===== src/hdl/dmf_pkg.sv =====
// ----------------------------------------------------------------------------
// dmf_pkg: shared types and constants of the duplicate message filter
// Holds the parameter defaults, field widths, function codes, the
// sequencer states and the device id trimming function.
// ----------------------------------------------------------------------------
package dmf_pkg;

    localparam int ENTRIES_DEF         = 16;
    localparam int DEVICE_ID_BYTES_DEF = 8;

    localparam int DEVICE_ID_W  = 64;
    localparam int MESSAGE_ID_W = 16;
    localparam int TIME_W       = 32;
    localparam int IN_TDATA_W   = DEVICE_ID_W + MESSAGE_ID_W + TIME_W;
    localparam int OUT_TDATA_W  = 8;

    localparam logic [TIME_W-1:0] WINDOW_RESET = 32'd60000;

    localparam logic FUNC_CHECK  = 1'b0;
    localparam logic FUNC_RECORD = 1'b1;

    typedef enum logic [2:0] {
        ST_IDLE,
        ST_SCAN,
        ST_DRAIN,
        ST_WRITE,
        ST_FINISH
    } state_t;

    // Keeps the bytes before the first zero byte, at most nbytes of them.
    function automatic logic [DEVICE_ID_W-1:0] canon_id(
        input logic [DEVICE_ID_W-1:0] id,
        input int                     nbytes
    );
        logic [DEVICE_ID_W-1:0] res;
        logic                   stop;
        res  = '0;
        stop = 1'b0;
        for (int k = 0; k < DEVICE_ID_W / 8; k++)
        begin
            if (k >= nbytes || id[8*k +: 8] == 8'h00)
            begin
                stop = 1'b1;
            end
            if (!stop)
            begin
                res[8*k +: 8] = id[8*k +: 8];
            end
        end
        return res;
    endfunction

endpackage


===== src/hdl/dmf_ram.sv =====
// ----------------------------------------------------------------------------
// dmf_ram: generic simple dual-port RAM
// One write port and one read port with registered read data.
// ----------------------------------------------------------------------------
module dmf_ram #(
    parameter int WIDTH = 8,
    parameter int DEPTH = 16,
    parameter int AW    = (DEPTH > 1) ? $clog2(DEPTH) : 1
) (
    input  logic             clk,
    input  logic             we,
    input  logic [AW-1:0]    waddr,
    input  logic [WIDTH-1:0] wdata,
    input  logic [AW-1:0]    raddr,
    output logic [WIDTH-1:0] rdata
);

    logic [WIDTH-1:0] mem [DEPTH];

    always_ff @(posedge clk)
    begin
        if (we)
        begin
            mem[waddr] <= wdata;
        end
        rdata <= mem[raddr];
    end

endmodule


===== src/hdl/dmf_cmp.sv =====
// ----------------------------------------------------------------------------
// dmf_cmp: entry compare unit
// Decides whether one stored entry matches the checked key and is still
// younger than the window.
// ----------------------------------------------------------------------------
module dmf_cmp
    import dmf_pkg::*;
#(
    parameter int DEV_W = DEVICE_ID_BYTES_DEF * 8
) (
    input  logic                    entry_valid,
    input  logic [DEV_W-1:0]        entry_device,
    input  logic [MESSAGE_ID_W-1:0] entry_message,
    input  logic [TIME_W-1:0]       entry_time,
    input  logic [DEVICE_ID_W-1:0]  key,
    input  logic [MESSAGE_ID_W-1:0] message_id,
    input  logic [TIME_W-1:0]       now_ms,
    input  logic [TIME_W-1:0]       window_ms,
    output logic                    match
);

    logic [TIME_W-1:0] age;

    // Wrap-around age; the stored id is zero extended so a key with bytes
    // beyond the stored length can never match.
    assign age   = now_ms - entry_time;
    assign match = entry_valid
                && (entry_message == message_id)
                && (DEVICE_ID_W'(entry_device) == key)
                && (age < window_ms);

endmodule


===== src/hdl/duplicate_message_filter_core.sv =====
// ----------------------------------------------------------------------------
// duplicate_message_filter_core: duplicate message filter over a ring
// A check beat (tuser = 0) holds the block from the accepting cycle
// through ST_SCAN, in which the entry RAM delivers one ring entry per
// cycle to the single compare unit, ST_DRAIN, which compares the last
// entry, and ST_FINISH, which loads the result. A record beat (tuser = 1)
// passes through ST_WRITE and loads its result in ST_FINISH. Only one
// item is in flight; the result waits in an output register, and the next
// beat is taken while it waits. A result that is ready while the previous
// one still waits stalls the sequencer, and with it the input.
// ----------------------------------------------------------------------------
module duplicate_message_filter_core
    import dmf_pkg::*;
#(
    parameter int ENTRIES         = ENTRIES_DEF,
    parameter int DEVICE_ID_BYTES = DEVICE_ID_BYTES_DEF
) (
    input  logic                   clk,
    input  logic                   rst_n,
    input  logic                   cfg_we,
    input  logic [TIME_W-1:0]      cfg_wdata,       // window_ms
    input  logic                   s_axis_tvalid,
    output logic                   s_axis_tready,
    input  logic [IN_TDATA_W-1:0]  s_axis_tdata,    // device_id, message_id, now_ms
    input  logic                   s_axis_tuser,    // func
    output logic                   m_axis_tvalid,
    input  logic                   m_axis_tready,
    output logic [OUT_TDATA_W-1:0] m_axis_tdata     // duplicate, zero padding
);

    localparam int IDX_W = (ENTRIES > 1) ? $clog2(ENTRIES) : 1;
    localparam int DEV_W = DEVICE_ID_BYTES * 8;
    localparam int ENT_W = DEV_W + MESSAGE_ID_W + TIME_W;
    localparam logic [IDX_W-1:0] LAST_IDX = IDX_W'(ENTRIES - 1);

    state_t                  state_reg,    state_next;
    logic [TIME_W-1:0]       window_reg;
    logic [ENTRIES-1:0]      valid_reg,    valid_next;
    logic [IDX_W-1:0]        wp_reg,       wp_next;
    logic [IDX_W-1:0]        idx_reg,      idx_next;
    logic [IDX_W-1:0]        cmp_idx_reg,  cmp_idx_next;
    logic                    cmp_pend_reg, cmp_pend_next;
    logic                    hit_reg,      hit_next;
    logic                    func_reg,     func_next;
    logic [DEVICE_ID_W-1:0]  key_reg,      key_next;
    logic [MESSAGE_ID_W-1:0] msg_reg,      msg_next;
    logic [TIME_W-1:0]       now_reg,      now_next;
    logic                    out_valid_reg, out_valid_next;
    logic                    out_dup_reg,   out_dup_next;

    logic                    in_beat;
    logic                    ram_we;
    logic [ENT_W-1:0]        ram_wdata;
    logic [ENT_W-1:0]        ram_rdata;
    logic                    match;

    assign in_beat       = s_axis_tvalid && s_axis_tready;
    assign s_axis_tready = (state_reg == ST_IDLE);
    assign m_axis_tvalid = out_valid_reg;
    assign m_axis_tdata  = {{(OUT_TDATA_W-1){1'b0}}, out_dup_reg};

    assign ram_we    = (state_reg == ST_WRITE);
    assign ram_wdata = {now_reg, msg_reg, key_reg[DEV_W-1:0]};

    dmf_ram #(
        .WIDTH (ENT_W),
        .DEPTH (ENTRIES),
        .AW    (IDX_W)
    ) u_entries (
        .clk   (clk),
        .we    (ram_we),
        .waddr (wp_reg),
        .wdata (ram_wdata),
        .raddr (idx_reg),
        .rdata (ram_rdata)
    );

    dmf_cmp #(
        .DEV_W (DEV_W)
    ) u_cmp (
        .entry_valid   (valid_reg[cmp_idx_reg]),
        .entry_device  (ram_rdata[DEV_W-1:0]),
        .entry_message (ram_rdata[DEV_W +: MESSAGE_ID_W]),
        .entry_time    (ram_rdata[DEV_W + MESSAGE_ID_W +: TIME_W]),
        .key           (key_reg),
        .message_id    (msg_reg),
        .now_ms        (now_reg),
        .window_ms     (window_reg),
        .match         (match)
    );

    always_ff @(posedge clk or negedge rst_n)
    begin
        if (!rst_n)
        begin
            state_reg     <= ST_IDLE;
            window_reg    <= WINDOW_RESET;
            valid_reg     <= '0;
            wp_reg        <= '0;
            idx_reg       <= '0;
            cmp_idx_reg   <= '0;
            cmp_pend_reg  <= 1'b0;
            hit_reg       <= 1'b0;
            func_reg      <= FUNC_CHECK;
            out_valid_reg <= 1'b0;
        end
        else
        begin
            state_reg     <= state_next;
            if (cfg_we)
            begin
                window_reg <= cfg_wdata;
            end
            valid_reg     <= valid_next;
            wp_reg        <= wp_next;
            idx_reg       <= idx_next;
            cmp_idx_reg   <= cmp_idx_next;
            cmp_pend_reg  <= cmp_pend_next;
            hit_reg       <= hit_next;
            func_reg      <= func_next;
            out_valid_reg <= out_valid_next;
        end
    end

    always_ff @(posedge clk)
    begin
        key_reg     <= key_next;
        msg_reg     <= msg_next;
        now_reg     <= now_next;
        out_dup_reg <= out_dup_next;
    end

    always_comb
    begin
        state_next     = state_reg;
        valid_next     = valid_reg;
        wp_next        = wp_reg;
        idx_next       = idx_reg;
        cmp_idx_next   = cmp_idx_reg;
        cmp_pend_next  = cmp_pend_reg;
        hit_next       = hit_reg;
        func_next      = func_reg;
        key_next       = key_reg;
        msg_next       = msg_reg;
        now_next       = now_reg;
        out_valid_next = out_valid_reg && !m_axis_tready;
        out_dup_next   = out_dup_reg;

        // A compare issued last cycle sees its RAM data now.
        if (cmp_pend_reg && match)
        begin
            hit_next = 1'b1;
        end

        case (state_reg)
            ST_IDLE:
            begin
                if (in_beat)
                begin
                    func_next = s_axis_tuser;
                    msg_next  = s_axis_tdata[DEVICE_ID_W +: MESSAGE_ID_W];
                    now_next  = s_axis_tdata[DEVICE_ID_W + MESSAGE_ID_W +: TIME_W];
                    hit_next  = 1'b0;
                    idx_next  = '0;
                    if (s_axis_tuser == FUNC_RECORD)
                    begin
                        key_next   = canon_id(s_axis_tdata[DEVICE_ID_W-1:0],
                                              DEVICE_ID_BYTES);
                        state_next = ST_WRITE;
                    end
                    else
                    begin
                        key_next   = canon_id(s_axis_tdata[DEVICE_ID_W-1:0],
                                              DEVICE_ID_W / 8);
                        state_next = ST_SCAN;
                    end
                end
            end
            ST_SCAN:
            begin
                cmp_pend_next = 1'b1;
                cmp_idx_next  = idx_reg;
                if (idx_reg == LAST_IDX)
                begin
                    state_next = ST_DRAIN;
                end
                else
                begin
                    idx_next = idx_reg + 1'b1;
                end
            end
            ST_DRAIN:
            begin
                cmp_pend_next = 1'b0;
                state_next    = ST_FINISH;
            end
            ST_WRITE:
            begin
                valid_next[wp_reg] = 1'b1;
                wp_next    = (wp_reg == LAST_IDX) ? '0 : wp_reg + 1'b1;
                state_next = ST_FINISH;
            end
            ST_FINISH:
            begin
                if (!out_valid_reg || m_axis_tready)
                begin
                    out_valid_next = 1'b1;
                    out_dup_next   = hit_reg;
                    state_next     = ST_IDLE;
                end
            end
            default:
            begin
                state_next = ST_IDLE;
            end
        endcase
    end

`ifndef SYNTHESIS
    // The ring pointer moves only when an entry is written.
    assert property (@(posedge clk) disable iff (!rst_n)
        (state_reg != ST_WRITE) |=> $stable(wp_reg))
        else $error("write pointer moved outside a record");

    // A record never reports a duplicate.
    assert property (@(posedge clk) disable iff (!rst_n)
        (state_reg == ST_FINISH && func_reg == FUNC_RECORD) |-> !hit_reg)
        else $error("record produced a duplicate flag");

    // A check starts its scan at the first entry.
    assert property (@(posedge clk) disable iff (!rst_n)
        (in_beat && s_axis_tuser == FUNC_CHECK)
            |=> (state_reg == ST_SCAN && idx_reg == '0))
        else $error("scan did not start at entry zero");

    // No compare is left pending once the block is idle again.
    assert property (@(posedge clk) disable iff (!rst_n)
        (state_reg == ST_IDLE) |-> !cmp_pend_reg)
        else $error("compare pending while idle");
`endif

endmodule

===== config.mk =====
export PLATFORM = sky130hd
export DESIGN_NAME = duplicate_message_filter_core
export DESIGN_NICKNAME = d
export VERILOG_FILES = /design/src/hdl/dmf_pkg.sv /design/src/hdl/dmf_ram.sv /design/src/hdl/dmf_cmp.sv /design/src/hdl/duplicate_message_filter_core.sv
export SDC_FILE = /design/constraint.sdc
export NUM_CORES = 2
export LEC_CHECK = 0
export ABC_AREA = 1
export BUFFER_PORTS_ARGS = -buffer_cell sky130_fd_sc_hd__buf_4
export CAP_MARGIN = 15
export CORE_UTILIZATION = 45
export CTS_CLUSTER_DIAMETER = 30
export DETAILED_ROUTE_END_ITERATION = 10
export GPL_TIMING_DRIVEN = 0
export PLACE_DENSITY_LB_ADDON = 0.05
export SLEW_MARGIN = 20
export SYNTH_ARGS = -nofsm -noshare
export SYNTH_HDL_FRONTEND = slang
export SYNTH_HIERARCHICAL = 1
export SYNTH_SLANG_ARGS = --single-unit

===== constraint.sdc =====
create_clock -name clk -period 8.35 [get_ports clk]
set_input_delay 0.835 -clock clk [delete_from_list [all_inputs] [get_ports clk]]
set_output_delay 0.835 -clock clk [all_outputs]
set_load 0.01 [all_outputs]

==> run metrics <==
GRT busiest layer met2; leading cell type in the layout, fill and taps excluded nand2_1; critical path arrival 6.14 ns; Die Ht ~450 um; RePlAce Congestion 0.8494; Post-Synthesis Cells ~8,700; # port buffers ~150; H-tree depth 5; commonest non-fill, non-tap cells in the layout nand2_1, edfxtp_1, inv_1, nand3_1, clkbuf_16; Initial Util roughly 45%; max FFs per register around 1,800; Vias per Instance 5.100; Unique masters post-synth 51; RSZ-0062 raised after global routing false; routed wire length about 290,000 um; Slew Viols, Final 0; CP Class flip-flop to flip-flop; # rows 163; first-pass iteration count of the detailed router 10; Final Total Pwr 41,500 uW; Top Ports 160; placed instance area between 90,000 and 100,000 sq um; met1 usage around two fifths; initial antenna violation count 13; final hold vios 0; M3 GR Usage between 4 and 5%; failing checks design-rule violations; top-area cell type share of the netlist area 63.72%; Final setup viols 0; Power Density around 370 nW/um^2; Netlist Area Pre-Place around 90,000 sq um; largest net degree at the start of global routing 67; vias in the first global route a little over 60,000; DP HPWL 189,100 um; HP Class primary input to flip-flop; DRC 4; final net count between 9,000 and 10,000; die area roughly 200,000 sq um; M2 GR Usage 45.67%; Routed Antenna Nets 0; CTS Buf Count between 400 and 500; first-pass GRT wire length between 400,000 and 500,000 um; period utilization 62.89%; grt ovf 0; CTS Buffer Depth 4; Least-Margin Pin Slew 1.227 ns; Lkg Pwr around 0.05 uW; FF+latch count, synth ~2,100; Yosys warning total 6; Crit path required time just over 9 ns; Peak VDD IR about 0.25 mV; final std cells w/o fill between 10,000 and 15,000; skew final approximately 0.064 ns; WL per Instance approximately 23 um; Die Wd around 450 um; EDFF count, synth 1,905; Syn Area/Cell ~10 sq um; clock root cell clkbuf_16; via count ~64,000; Sinks on Clock Net 2,083; ys async rst share 3.169%; All-Layer GR Usage about 28%; most common flop cell mapped by yosys edfxtp_1; drt initial violations ~6,100; FMAX approximately 190 MHz; CTS tree done; post-synth top area cell edfxtp_1; register area share after synthesis approximately two thirds; CP max FO 17; layout cell share with drive strength beyond 1 14.32%; Clock Latency Late Sink 0.99 ns; post-cts resize count 0; Setup crit start kind flip-flop; max_slew headroom between 10% and 20%; Max Cap Viol 0; Worst-path clk slew 0.05 ns; Layout area overhead 26.60%; DP Cell Count between 10,000 and 15,000; Setup Fix Bufs, Post-CTS 0; min cycle time layout ~5.3 ns; core box area 197,800 sq um; Crit. End Element flip-flop; fin area 113,700 sq um; Synth area leaders edfxtp_1, nand2_1, nand3_1; status finished, violations left
routing by layer:
metal	routed length, um	vias to the layer above
li1	-	29920
met1	119500	31040
met2	134900	2604
met3	21870	506
met4	10310	2
met5	11	-
cell families after synthesis:
| logic type | Yosys count | share of synthesized area [%] |
|---|---|---|
| AO/OA/AOI/OAI | 164 | 1.035 |
| flip-flops | 2083 | 68.06 |
| XOR/XNOR | 36 | 0.3512 |
| other | 1 | 0.004177 |
| AND/OR/NAND/NOR | 4313 | 20.17 |
| buffers and inverters | 2022 | 9.004 |
| adder cells (fa/ha/maj) | 68 | 0.9560 |
| multiplexers | 33 | 0.4139 |
critical path: stages, from the launching register on:
cell,delay (ns)
edfxtp_1,0.81
ha_1,0.41
a21oi_1,0.24
a21boi_1,0.24
nand2_2,0.12
nand2_1,0.09
nand2_2,0.10
nand2_1,0.12
nand2_1,0.07
nand2_1,0.07
nand2_1,0.05
ha_1,0.17
nor2_1,0.67
nand2_1,0.16
nor2_1,0.13
nand2_1,0.06
nor2_1,0.08
nand2_1,0.09
nor2_1,0.16
nand4_1,0.37
nor2_1,0.47
a21oi_1,0.11
or2_2,0.30
inv_1,0.05
stage by stage:
| stage | util [%] | setup TNS, ns | worst slack, ns | hold WS (ns) |
|---|---|---|---|---|
| 2_1_floorplan | - | 0 | 2.050 | 0.4216 |
| 3_3_place_gp | 47.64 | -7349.56 | -4.645 | 0.4399 |
| 3_5_place_dp | 48.98 | 0 | 3.049 | 0.4393 |
| 4_1_cts | 57.43 | 0 | 3.051 | 0.001930 |
| 5_1_grt | 57.43 | 0 | 2.747 | 0.02001 |
| 6_report | 57.45 | 0 | 3.099 | 0.05987 |
worst paths after layout:
check,startpoint,to,slack [ns],depth (start not counted)
worst max-delay path,now_reg[6],hit_reg,3.10,23
worst min-delay path,s_axis_tdata[73],msg_reg[9],0.06,1
worst max register to register,now_reg[6],hit_reg,3.10,23
worst min register to register,valid_reg[1],valid_reg[1],0.45,2
max in group asynchronous,rst_n,valid_reg[12],7.22,2
min in group asynchronous,rst_n,window_reg[2],0.49,2
final cells by class:
| class | instances | area [sq um] |
|---|---|---|
| antenna | 16 | 40.04 |
| buffer | 396 | 1984 |
| clock buffer | 609 | 13170 |
| clock inverter | 275 | 3221 |
| fill | 16440 | 84170 |
| inverter | 1626 | 6113 |
| multi-input combinational | 4621 | 20730 |
| sequential | 2083 | 61110 |
| tap | 2640 | 3303 |
| timing repair buffer | 297 | 3989 |
where the power goes:
part           switching [uW]  leakage (uW)  internal, uW
combinational            6760        0.0224          2590
sequential                829        0.0189         12600
clock                    5750       0.00796         13000
timing repair:
action,CTS,global route
endpoints found under the hold margin,60,0
setup endpoints to repair,0,0
hold buffers,33,0
cells in the mapped netlist (59+ instances only):
library cell     n
nand3_1       1384
edfxtp_1      1905
clkbuf_1        88
dfrtp_1         59
a21oi_1         67
nor2_1         223
buf_2          228
dfxtp_1        112
o21ai_0         63
inv_1         1621
nand2_1       2650
ha_1            67
No activity file was read; power rests on OpenSTA's default activity.
